[config.mk]
export PLATFORM = sky130hd
export DESIGN_NAME = latency_histogram_top_flat
export DESIGN_NICKNAME = d
export VERILOG_FILES = /design/src/rtl/lh_pkg.sv /design/src/rtl/lh_if.sv /design/src/rtl/latency_histogram_top.sv /design/src/rtl/lh_bucket_sel.sv /design/src/flat_wrapper.sv
export SDC_FILE = /design/constraint.sdc
export NUM_CORES = 2
export LEC_CHECK = 0
export ABC_AREA = 1
export BUFFER_PORTS_ARGS = -buffer_cell sky130_fd_sc_hd__buf_2
export CAP_MARGIN = 0
export CORE_MARGIN = 3
export CORE_UTILIZATION = 30
export DETAILED_ROUTE_END_ITERATION = 10
export PLACE_DENSITY = 0.49
export SLEW_MARGIN = 15
export SYNTH_ARGS = -nofsm -noshare
export SYNTH_HDL_FRONTEND = slang
export SYNTH_SLANG_ARGS = --single-unit
[constraint.sdc]
create_clock -name clk -period 6.11 [get_ports clk]
set_input_delay 0.3055 -clock clk [delete_from_list [all_inputs] [get_ports clk]]
set_output_delay 0.3055 -clock clk [all_outputs]
set_load 0.005 [all_outputs]
[src/rtl/lh_pkg.sv]
package lh_pkg;

  // operation codes of the input channel
  typedef enum logic [1:0] {
    OP_RECORD = 2'd0,
    OP_CLEAR  = 2'd1,
    OP_READ   = 2'd2
  } op_t;

  localparam int OP_W     = 2;
  localparam int SAMPLE_W = 32;
  localparam int BKT_W    = 4;
  localparam int OUT_CW   = 32;
  localparam int SUM_W    = 48;
  localparam int EDGE_W   = 20;
  localparam int EDGE_N   = 15;

  localparam logic [SUM_W-1:0]    SUM_MAX  = '1;
  localparam logic [SAMPLE_W-1:0] MIN_INIT = '1;

  // upper edge of each bucket but the overflow bucket, in microseconds
  localparam logic [EDGE_W-1:0] EDGE_US [EDGE_N] = '{
    20'd10,     20'd50,     20'd100,    20'd200,    20'd500,
    20'd1000,   20'd2000,   20'd5000,   20'd10000,  20'd20000,
    20'd50000,  20'd100000, 20'd200000, 20'd500000, 20'd1000000
  };

endpackage

[src/rtl/lh_if.sv]
interface lh_in_if;
  logic                        valid;
  logic                        ready;
  logic [lh_pkg::OP_W-1:0]     operation;
  logic [lh_pkg::SAMPLE_W-1:0] sample_us;
  logic [lh_pkg::BKT_W-1:0]    read_bucket;

  modport source (output valid, output operation, output sample_us, output read_bucket,
                  input ready);
  modport sink   (input valid, input operation, input sample_us, input read_bucket,
                  output ready);
endinterface

interface lh_out_if;
  logic                        valid;
  logic                        ready;
  logic [lh_pkg::BKT_W-1:0]    bucket;
  logic [lh_pkg::OUT_CW-1:0]   bucket_count;
  logic [lh_pkg::OUT_CW-1:0]   total_count;
  logic [lh_pkg::SUM_W-1:0]    sum_us;
  logic [lh_pkg::SAMPLE_W-1:0] min_us;
  logic [lh_pkg::SAMPLE_W-1:0] max_us;

  modport source (output valid, output bucket, output bucket_count, output total_count,
                  output sum_us, output min_us, output max_us, input ready);
  modport sink   (input valid, input bucket, input bucket_count, input total_count,
                  input sum_us, input min_us, input max_us, output ready);
endinterface

[src/rtl/latency_histogram_top.sv]
// channel   dir  handshake          payload
// in_ch     in   valid/ready        operation, sample_us, read_bucket
// out_ch    out  valid/ready        bucket, bucket_count, total_count, sum_us, min_us, max_us
//
// one item per cycle while out_ch does not stall; a result passes stage 1 and the result
// register; the count memory is read at transfer and written back as the item leaves
// stage 1, with a bypass when the write of the previous item lands on the same bucket
// reset clears the totals and every per-bucket valid bit at once, so no clearing pass
// a stalled output holds the result register and the stage behind it, then in_ch stalls
module latency_histogram_top #(
  parameter int NUM_BUCKETS = 16,
  parameter int COUNT_WIDTH = 32
) (
  input  logic          clk,
  input  logic          rst_n,
  lh_in_if.sink         in_ch,
  lh_out_if.source      out_ch
);

  localparam int IDX_W = (NUM_BUCKETS > 1) ? $clog2(NUM_BUCKETS) : 1;

  // input transfer and bucket pick
  logic                        in_xfer;
  logic [lh_pkg::BKT_W-1:0]    sel_bkt;
  logic [IDX_W-1:0]            rd_addr;
  logic                        s1_adv;

  // stage 1 registers
  logic                        s1_vld_r;
  logic [lh_pkg::OP_W-1:0]     s1_op_r;
  logic [lh_pkg::BKT_W-1:0]    s1_bkt_r;
  logic                        s1_inrng_r;
  logic [lh_pkg::SAMPLE_W-1:0] s1_sample_r;

  lh_bucket_sel #(.NUM_BUCKETS(NUM_BUCKETS)) u_sel (
    .sample_us (in_ch.sample_us),
    .bucket    (sel_bkt)
  );

  assign in_xfer     = in_ch.valid && in_ch.ready;
  assign in_ch.ready = !s1_vld_r || s1_adv;
  assign rd_addr     = (in_ch.operation == lh_pkg::OP_RECORD) ? sel_bkt[IDX_W-1:0]
                                                               : in_ch.read_bucket[IDX_W-1:0];

  always_ff @(posedge clk) begin
    if (!rst_n) begin
      s1_vld_r <= 1'b0;
    end else if (in_xfer) begin
      s1_vld_r <= 1'b1;
    end else if (s1_adv) begin
      s1_vld_r <= 1'b0;
    end
  end

  always_ff @(posedge clk) begin
    if (in_xfer) begin
      s1_op_r     <= in_ch.operation;
      s1_bkt_r    <= (in_ch.operation == lh_pkg::OP_RECORD) ? sel_bkt : in_ch.read_bucket;
      s1_inrng_r  <= ({1'b0, in_ch.read_bucket} < (lh_pkg::BKT_W + 1)'(NUM_BUCKETS));
      s1_sample_r <= in_ch.sample_us;
    end
  end

  // count memory, valid bits and write bypass
  logic [COUNT_WIDTH-1:0] cnt_mem [NUM_BUCKETS];
  logic [COUNT_WIDTH-1:0] rd_data_r;
  logic [NUM_BUCKETS-1:0] cnt_vld_r;
  logic                   fwd_hit_r;
  logic [COUNT_WIDTH-1:0] fwd_data_r;
  logic                   wr_en;
  logic [IDX_W-1:0]       wr_addr;
  logic [COUNT_WIDTH-1:0] wr_data;
  logic                   is_clear;
  logic                   is_record;

  assign wr_en   = s1_adv && is_record;
  assign wr_addr = s1_bkt_r[IDX_W-1:0];

  always_ff @(posedge clk) begin
    if (wr_en) begin
      cnt_mem[wr_addr] <= wr_data;
    end
    if (in_xfer) begin
      rd_data_r  <= cnt_mem[rd_addr];
      fwd_data_r <= wr_data;
    end
  end

  always_ff @(posedge clk) begin
    if (!rst_n) begin
      fwd_hit_r <= 1'b0;
    end else if (in_xfer) begin
      fwd_hit_r <= wr_en && (wr_addr == rd_addr);
    end
  end

  always_ff @(posedge clk) begin
    if (!rst_n) begin
      cnt_vld_r <= '0;
    end else if (s1_adv && is_clear) begin
      cnt_vld_r <= '0;
    end else if (wr_en) begin
      cnt_vld_r[wr_addr] <= 1'b1;
    end
  end

  // statistics registers
  logic [COUNT_WIDTH-1:0]      total_r,  total_nxt;
  logic [lh_pkg::SUM_W-1:0]    sum_r,    sum_nxt;
  logic [lh_pkg::SAMPLE_W-1:0] min_r,    min_nxt;
  logic [lh_pkg::SAMPLE_W-1:0] max_r,    max_nxt;
  logic [COUNT_WIDTH-1:0]      cnt_cur;
  logic [COUNT_WIDTH-1:0]      cnt_res;
  logic [lh_pkg::SUM_W:0]      sum_add;

  assign is_clear  = (s1_op_r == lh_pkg::OP_CLEAR);
  assign is_record = (s1_op_r == lh_pkg::OP_RECORD);
  assign cnt_cur   = !cnt_vld_r[s1_bkt_r[IDX_W-1:0]] ? '0 :
                     fwd_hit_r ? fwd_data_r : rd_data_r;
  assign wr_data   = (&cnt_cur) ? cnt_cur : cnt_cur + COUNT_WIDTH'(1);
  assign sum_add   = {1'b0, sum_r} + (lh_pkg::SUM_W + 1)'(s1_sample_r);

  // update on the stage 1 operation
  always_comb begin
    total_nxt = total_r;
    sum_nxt   = sum_r;
    min_nxt   = min_r;
    max_nxt   = max_r;
    cnt_res   = '0;
    case (s1_op_r)
      lh_pkg::OP_RECORD: begin
        total_nxt = (&total_r) ? total_r : total_r + COUNT_WIDTH'(1);
        sum_nxt   = (sum_add >= {1'b0, lh_pkg::SUM_MAX}) ? lh_pkg::SUM_MAX
                                                        : sum_add[lh_pkg::SUM_W-1:0];
        if (s1_sample_r < min_r) begin
          min_nxt = s1_sample_r;
        end
        if (s1_sample_r > max_r) begin
          max_nxt = s1_sample_r;
        end
        cnt_res = wr_data;
      end
      lh_pkg::OP_CLEAR: begin
        total_nxt = '0;
        sum_nxt   = '0;
        min_nxt   = lh_pkg::MIN_INIT;
        max_nxt   = '0;
      end
      default: begin
        cnt_res = s1_inrng_r ? cnt_cur : '0;
      end
    endcase
  end

  always_ff @(posedge clk) begin
    if (!rst_n) begin
      total_r <= '0;
      sum_r   <= '0;
      min_r   <= lh_pkg::MIN_INIT;
      max_r   <= '0;
    end else if (s1_adv) begin
      total_r <= total_nxt;
      sum_r   <= sum_nxt;
      min_r   <= min_nxt;
      max_r   <= max_nxt;
    end
  end

  // result register
  logic                        out_vld_r;
  logic [lh_pkg::BKT_W-1:0]    out_bkt_r;
  logic [lh_pkg::OUT_CW-1:0]   out_cnt_r;
  logic [lh_pkg::OUT_CW-1:0]   out_total_r;
  logic [lh_pkg::SUM_W-1:0]    out_sum_r;
  logic [lh_pkg::SAMPLE_W-1:0] out_min_r;
  logic [lh_pkg::SAMPLE_W-1:0] out_max_r;

  assign s1_adv = s1_vld_r && (!out_vld_r || out_ch.ready);

  always_ff @(posedge clk) begin
    if (!rst_n) begin
      out_vld_r <= 1'b0;
    end else if (s1_adv) begin
      out_vld_r <= 1'b1;
    end else if (out_ch.ready) begin
      out_vld_r <= 1'b0;
    end
  end

  always_ff @(posedge clk) begin
    if (s1_adv) begin
      out_bkt_r   <= is_clear ? '0 : s1_bkt_r;
      out_cnt_r   <= lh_pkg::OUT_CW'(cnt_res);
      out_total_r <= lh_pkg::OUT_CW'(total_nxt);
      out_sum_r   <= sum_nxt;
      out_min_r   <= (total_nxt == '0) ? '0 : min_nxt;
      out_max_r   <= max_nxt;
    end
  end

  assign out_ch.valid        = out_vld_r;
  assign out_ch.bucket       = out_bkt_r;
  assign out_ch.bucket_count = out_cnt_r;
  assign out_ch.total_count  = out_total_r;
  assign out_ch.sum_us       = out_sum_r;
  assign out_ch.min_us       = out_min_r;
  assign out_ch.max_us       = out_max_r;

  // checks
  a_clear_drops_valid: assert property (@(posedge clk) disable iff (!rst_n)
    s1_adv && is_clear |=> cnt_vld_r == '0)
    else $error("bucket valid bits survive a clear");

  a_bypass_valid: assert property (@(posedge clk) disable iff (!rst_n)
    s1_vld_r && fwd_hit_r |-> cnt_vld_r[s1_bkt_r[IDX_W-1:0]])
    else $error("bypass hit on a bucket that is not valid");

  a_max_needs_total: assert property (@(posedge clk) disable iff (!rst_n)
    max_r != '0 |-> total_r != '0)
    else $error("maximum set with no recorded sample");

  a_min_le_max: assert property (@(posedge clk) disable iff (!rst_n)
    total_r != '0 |-> min_r <= max_r)
    else $error("minimum above maximum");

endmodule

[src/rtl/lh_bucket_sel.sv]
module lh_bucket_sel #(
  parameter int NUM_BUCKETS = 16
) (
  input  logic [lh_pkg::SAMPLE_W-1:0] sample_us,
  output logic [lh_pkg::BKT_W-1:0]    bucket
);

  logic [NUM_BUCKETS-2:0] hit;

  // one comparator per used edge
  always_comb begin
    for (int i = 0; i < NUM_BUCKETS - 1; i++) begin
      hit[i] = (sample_us <= lh_pkg::SAMPLE_W'(lh_pkg::EDGE_US[i]));
    end
  end

  // first edge that holds the sample, overflow bucket otherwise
  always_comb begin
    bucket = lh_pkg::BKT_W'(NUM_BUCKETS - 1);
    for (int i = NUM_BUCKETS - 2; i >= 0; i--) begin
      if (hit[i]) begin
        bucket = lh_pkg::BKT_W'(i);
      end
    end
  end

endmodule
[src/flat_wrapper.sv]
// flat-port wrapper written by rule: the top's interface ports become plain ports
module latency_histogram_top_flat 
#(
  parameter int NUM_BUCKETS = 16,
  parameter int COUNT_WIDTH = 32
)
  (clk, rst_n, in_ch_valid, in_ch_operation, in_ch_sample_us, in_ch_read_bucket, in_ch_ready, out_ch_valid, out_ch_bucket, out_ch_bucket_count, out_ch_total_count, out_ch_sum_us, out_ch_min_us, out_ch_max_us, out_ch_ready);
  lh_in_if in_ch_i ();
  lh_out_if out_ch_i ();
  input  logic clk;
  input  logic rst_n;
  input wire logic [$bits(in_ch_i.valid)-1:0] in_ch_valid;
  input wire logic [$bits(in_ch_i.operation)-1:0] in_ch_operation;
  input wire logic [$bits(in_ch_i.sample_us)-1:0] in_ch_sample_us;
  input wire logic [$bits(in_ch_i.read_bucket)-1:0] in_ch_read_bucket;
  output wire logic [$bits(in_ch_i.ready)-1:0] in_ch_ready;
  output wire logic [$bits(out_ch_i.valid)-1:0] out_ch_valid;
  output wire logic [$bits(out_ch_i.bucket)-1:0] out_ch_bucket;
  output wire logic [$bits(out_ch_i.bucket_count)-1:0] out_ch_bucket_count;
  output wire logic [$bits(out_ch_i.total_count)-1:0] out_ch_total_count;
  output wire logic [$bits(out_ch_i.sum_us)-1:0] out_ch_sum_us;
  output wire logic [$bits(out_ch_i.min_us)-1:0] out_ch_min_us;
  output wire logic [$bits(out_ch_i.max_us)-1:0] out_ch_max_us;
  input wire logic [$bits(out_ch_i.ready)-1:0] out_ch_ready;
  assign in_ch_i.valid = in_ch_valid;
  assign in_ch_i.operation = in_ch_operation;
  assign in_ch_i.sample_us = in_ch_sample_us;
  assign in_ch_i.read_bucket = in_ch_read_bucket;
  assign in_ch_ready = in_ch_i.ready;
  assign out_ch_valid = out_ch_i.valid;
  assign out_ch_bucket = out_ch_i.bucket;
  assign out_ch_bucket_count = out_ch_i.bucket_count;
  assign out_ch_total_count = out_ch_i.total_count;
  assign out_ch_sum_us = out_ch_i.sum_us;
  assign out_ch_min_us = out_ch_i.min_us;
  assign out_ch_max_us = out_ch_i.max_us;
  assign out_ch_i.ready = out_ch_ready;
  latency_histogram_top #(.NUM_BUCKETS(NUM_BUCKETS), .COUNT_WIDTH(COUNT_WIDTH)) u_core (.clk(clk), .rst_n(rst_n), .in_ch(in_ch_i), .out_ch(out_ch_i));
endmodule
==> results.rst <==
.. list-table::
   :header-rows: 1

   * - Metric
     - Value
   * - Setup Crit Path Kind
     - reg -> reg
   * - Max Clk Rate
     - 222.0 MHz
   * - IO Pins
     - 224
   * - Number of buffers on the longest clock path
     - 3
   * - Sink of the worst hold path
     - u_core.s1_vld_r$_SDFFE_PN0P_
   * - Yosys cell types
     - 65
   * - Final-report max-slew violation count
     - 0
   * - Synthesized-area fraction occupied by and/or/nand/nor cells
     - 24.78%
   * - Horizontal die dimension
     - 406.6 um
   * - Depth of the worst register-to-register path
     - 19
   * - Clock-pin slew of the registers on the worst-case setup and hold paths
     - 0.06 ns
   * - Fraction of layout instances using a drive strength above 1
     - 11.28%
   * - Fraction of synthesized cell area taken by the top area cell type
     - 49.52%
   * - Synth Warn #
     - 0
   * - R2R setup slack
     - 1.61 ns
   * - Pin slew with the least headroom to its limit
     - 1.149 ns
   * - Per-instance average area after synthesis
     - 8.974 um^2
   * - Largest stage delay on the critical path
     - 0.49 ns
   * - Fillers
     - 16190
   * - Finished Core Util
     - 34.87%
   * - Overall track demand over capacity in global routing
     - 18.49%
   * - FF-to-FF Start
     - u_core.s1_bkt_r[1]$_DFFE_PP_
   * - Number of design-rule violations left by the first detailed-router iteration
     - 2975
   * - Mux cell area share after synthesis
     - 0%
   * - Max-Cap Viols
     - 0
   * - Commonest non-fill, non-tap cells in the layout
     - sky130_fd_sc_hd__nand2_1, sky130_fd_sc_hd__nand3_1, sky130_fd_sc_hd__edfxtp_1, sky130_fd_sc_hd__inv_1, sky130_fd_sc_hd__nor2_1
   * - CTS tree
     - done
   * - Routed wire length per instance
     - 20.34 um
   * - Sum Neg Setup Slack
     - 0 ns
   * - Worst min path class
     - in -> reg
   * - GR Overflow Total
     - 0
   * - Antenna-violating nets left
     - 0
   * - Root Driver
     - sky130_fd_sc_hd__clkbuf_16
   * - Leakage power
     - 23.61 nW
   * - Hold Path Depth
     - 3
   * - Detailed-routing iteration count for the pre-antenna-repair pass
     - 6
   * - Post-synthesis instance area
     - 0.04814 mm^2
   * - Sink count of the clock tree
     - 957
   * - PortBufs
     - 223
   * - Synthesis-to-layout area growth
     - 15.12%
   * - Post-route clock period utilization
     - 73.73%
   * - Pre-CTS WS
     - 1.692 ns
   * - Gp weighted congestion
     - 0.9313
   * - Adder and majority gate portion of the synthesized area
     - 2.562%
   * - Avg Vias per Cell
     - 4.904
   * - Final routed wirelength across all metal layers
     - 156800 um
   * - Mapped Nets
     - 5505
   * - Main area contributors after synthesis
     - sky130_fd_sc_hd__edfxtp_1, sky130_fd_sc_hd__nand2_1, sky130_fd_sc_hd__nand3_1
   * - Half-perimeter wire length after placement
     - 99710 um
   * - Endpoint of the worst register-to-register path
     - u_core.cnt_mem[11][1]$_DFFE_PP_
   * - Sequential element share of the synthesized area
     - 56.30%
   * - Main combinational cell family by area after synthesis
     - simple AND/OR/NAND/NOR gates
   * - Number of instances in the synthesized netlist
     - 5365
   * - Source-to-sink clock delay at the later pin of the worst-skew pair
     - 0.72 ns
   * - Min Clock Period, post-route
     - 4.505 ns
   * - Biggest register
     - u_core.cnt_mem
   * - Async set-or-reset flop fraction in the synthesized netlist
     - 0%
   * - Start point of the worst hold path
     - in_ch_valid
   * - Placeable core region
     - 0.1589 mm^2
   * - Top cell type by total area after synthesis
     - sky130_fd_sc_hd__edfxtp_1
   * - Compound-gate portion of the synthesized area
     - 6.481%
   * - Area of all placed cells without fillers
     - 0.05542 mm^2
   * - Critical path startpoint category
     - register
   * - Arrival time of the worst setup path
     - 4.93 ns
   * - Nets
     - 5687
   * - RSZ-0062 raised after global routing
     - no
   * - Overall die height
     - 406.6 um
   * - Number of enable-type register cells in the synthesized netlist
     - 794
   * - Number of synthesized register bits
     - 957
   * - Final-report setup violation count
     - 0
   * - Inserted Clock Buffers
     - 104
   * - Placed instance area
     - 0.05156 mm^2
   * - Required time at the worst-slack endpoint
     - 6.53 ns
   * - Worst max-slew margin expressed relative to the limit
     - 23.20%
   * - First-pass GRT wire length
     - 232000 um
   * - Vias
     - 37800
   * - Starting density of the core
     - 30.29%
   * - CP endpoint kind
     - register
   * - DRC violation count after routing
     - 0
   * - Worst setup skew after layout
     - 0.03283 ns
   * - Result of the run
     - completed
   * - Maximum level of the CTS H-tree
     - 3
   * - VDD IR-drop max
     - 204.2 uV
   * - Pin count of the biggest net entering global routing
     - 155
   * - Final number of hold-violating endpoints
     - 0
   * - Commonest register cell after synthesis
     - sky130_fd_sc_hd__edfxtp_1
   * - Setup slack of the critical path after layout
     - 1.605 ns
   * - Crit-path slowest cell
     - sky130_fd_sc_hd__nand4_1
   * - Crit path max fanout
     - 30
   * - Synthesized-area fraction occupied by xor and xnor cells
     - 1.253%
   * - Number of placement rows
     - 146
   * - Vias in the first global route
     - 35610
   * - Crit-path cells
     - nor2_2 > nand2_1 > nand4_1 > nand3_1 > nand2_1 > nor2_4 > inv_4 > nand2_2 > inv_1 > ha_1 > nand2_1 > nor3_4 > nand2_2 > nor4_4 > nand4_1 > buf_4 > nand2_1 > o21ai_1 > inv_1
   * - Pwr Density
     - 282.3 mW/mm^2
   * - Largest register FFs
     - 512
   * - Most frequent standard cell in the layout excluding fill and tap cells
     - sky130_fd_sc_hd__nand2_1
   * - Die Area
     - 0.1653 mm^2
   * - Number of buffers added for setup after CTS
     - 0
   * - Cell seen most often among critical-path stages
     - sky130_fd_sc_hd__nand2_1
   * - Number of antenna violations at the first check in global routing
     - 9
[where the power goes]
part / internal, mW / total [mW] / switching (mW) / leakage (nW)
logic: 0.539 / 1.73 / 1.19 / 12.3
registers: 7.23 / 7.39 / 0.158 / 9.59
clock network: 3.80 / 6.52 / 2.72 / 1.70
[worst max-delay path: cells and delay by family (launching register included)]
family | cells | cell delay (ns)
flops | 1 | 0.48
compound gates | 1 | 0.09
fa+ha+maj | 1 | 0.17
buf+inv | 4 | 1.23
simple gates | 13 | 2.21
[per-stage QoR]
stage	power (mW)	std cells	hold WS (ns)
CTS	15.82	7708	0.04065
finish	15.64	7709	0.08805
global route	16.29	7708	0.09277
detailed placement	9.241	7477	0.4740
floorplan	8.622	5365	0.4044
global placement	9.229	7477	0.4737
[per-layer routing]
layer | vias to the layer above | GRT usage [%] | wire length, um
met5 | - | 0 | 13
met4 | 2 | 6.559 | 5102
met3 | 214 | 1.834 | 7541
met2 | 1059 | 30.99 | 74200
met1 | 18230 | 24.86 | 69940
li1 | 18300 | - | -
[cell families after synthesis]
family / after synthesis
AO/OA/AOI/OAI: 575
buffers and inverters: 1046
AND/OR/NAND/NOR: 2621
adder cells (fa/ha/maj): 98
XOR/XNOR: 68
flip-flops: 957
[synthesized netlist by cell type (26+ instances only)]
cell / instances
sky130_fd_sc_hd__a21oi_1: 235
sky130_fd_sc_hd__buf_2: 92
sky130_fd_sc_hd__clkbuf_1: 129
sky130_fd_sc_hd__dfxtp_1: 163
sky130_fd_sc_hd__edfxtp_1: 794
sky130_fd_sc_hd__ha_1: 97
sky130_fd_sc_hd__inv_1: 759
sky130_fd_sc_hd__inv_2: 26
sky130_fd_sc_hd__nand2_1: 1177
sky130_fd_sc_hd__nand3_1: 798
sky130_fd_sc_hd__nand3b_1: 66
sky130_fd_sc_hd__nand4_1: 34
sky130_fd_sc_hd__nor2_1: 340
sky130_fd_sc_hd__nor2_2: 36
sky130_fd_sc_hd__nor3_1: 55
sky130_fd_sc_hd__nor4_1: 28
sky130_fd_sc_hd__o21ai_0: 231
sky130_fd_sc_hd__xor2_1: 51
[how the worst max path moves through the flow]
stage                     slack (ns)                                     to                         start
final                           1.61        u_core.cnt_mem[11][1]$_DFFE_PP_  u_core.s1_bkt_r[1]$_DFFE_PP_
after global routing            1.21        u_core.cnt_mem[11][1]$_DFFE_PP_  u_core.s1_bkt_r[0]$_DFFE_PP_
after CTS                       1.66        u_core.cnt_mem[11][1]$_DFFE_PP_  u_core.s1_bkt_r[1]$_DFFE_PP_
after detailed placement        1.69         u_core.cnt_mem[8][1]$_DFFE_PP_  u_core.s1_bkt_r[1]$_DFFE_PP_
after global placement          1.61          u_core.fwd_hit_r$_SDFFE_PN0P_           in_ch_sample_us[11]
after floorplan                 2.42  u_core.out_ch.bucket[0]$_SDFFCE_PP0P_                  out_ch_ready
[layout make-up]
| class | instances | area (um^2) | share of cell area [%] |
|---|---|---|---|
| inverters | 788 | 2975 | 5.368 |
| clock inverters | 69 | 752.0 | 1.357 |
| multi-input cells | 3362 | 17110 | 30.87 |
| well taps | 2072 | 2592 | 4.678 |
| clock buffers | 126 | 2748 | 4.958 |
| diodes | 1 | 2.502 | 0.004515 |
| repair buffers | 334 | 2140 | 3.860 |
| flip-flops and latches | 957 | 27110 | 48.91 |
[repair_timing]
| action | in CTS | in global routing |
|---|---|---|
| hold endpoints to repair | 36 | 0 |
| hold buffers | 36 | 0 |
| resized for setup | 0 | 0 |
Note: power is estimated with default switching activity, not from simulation.
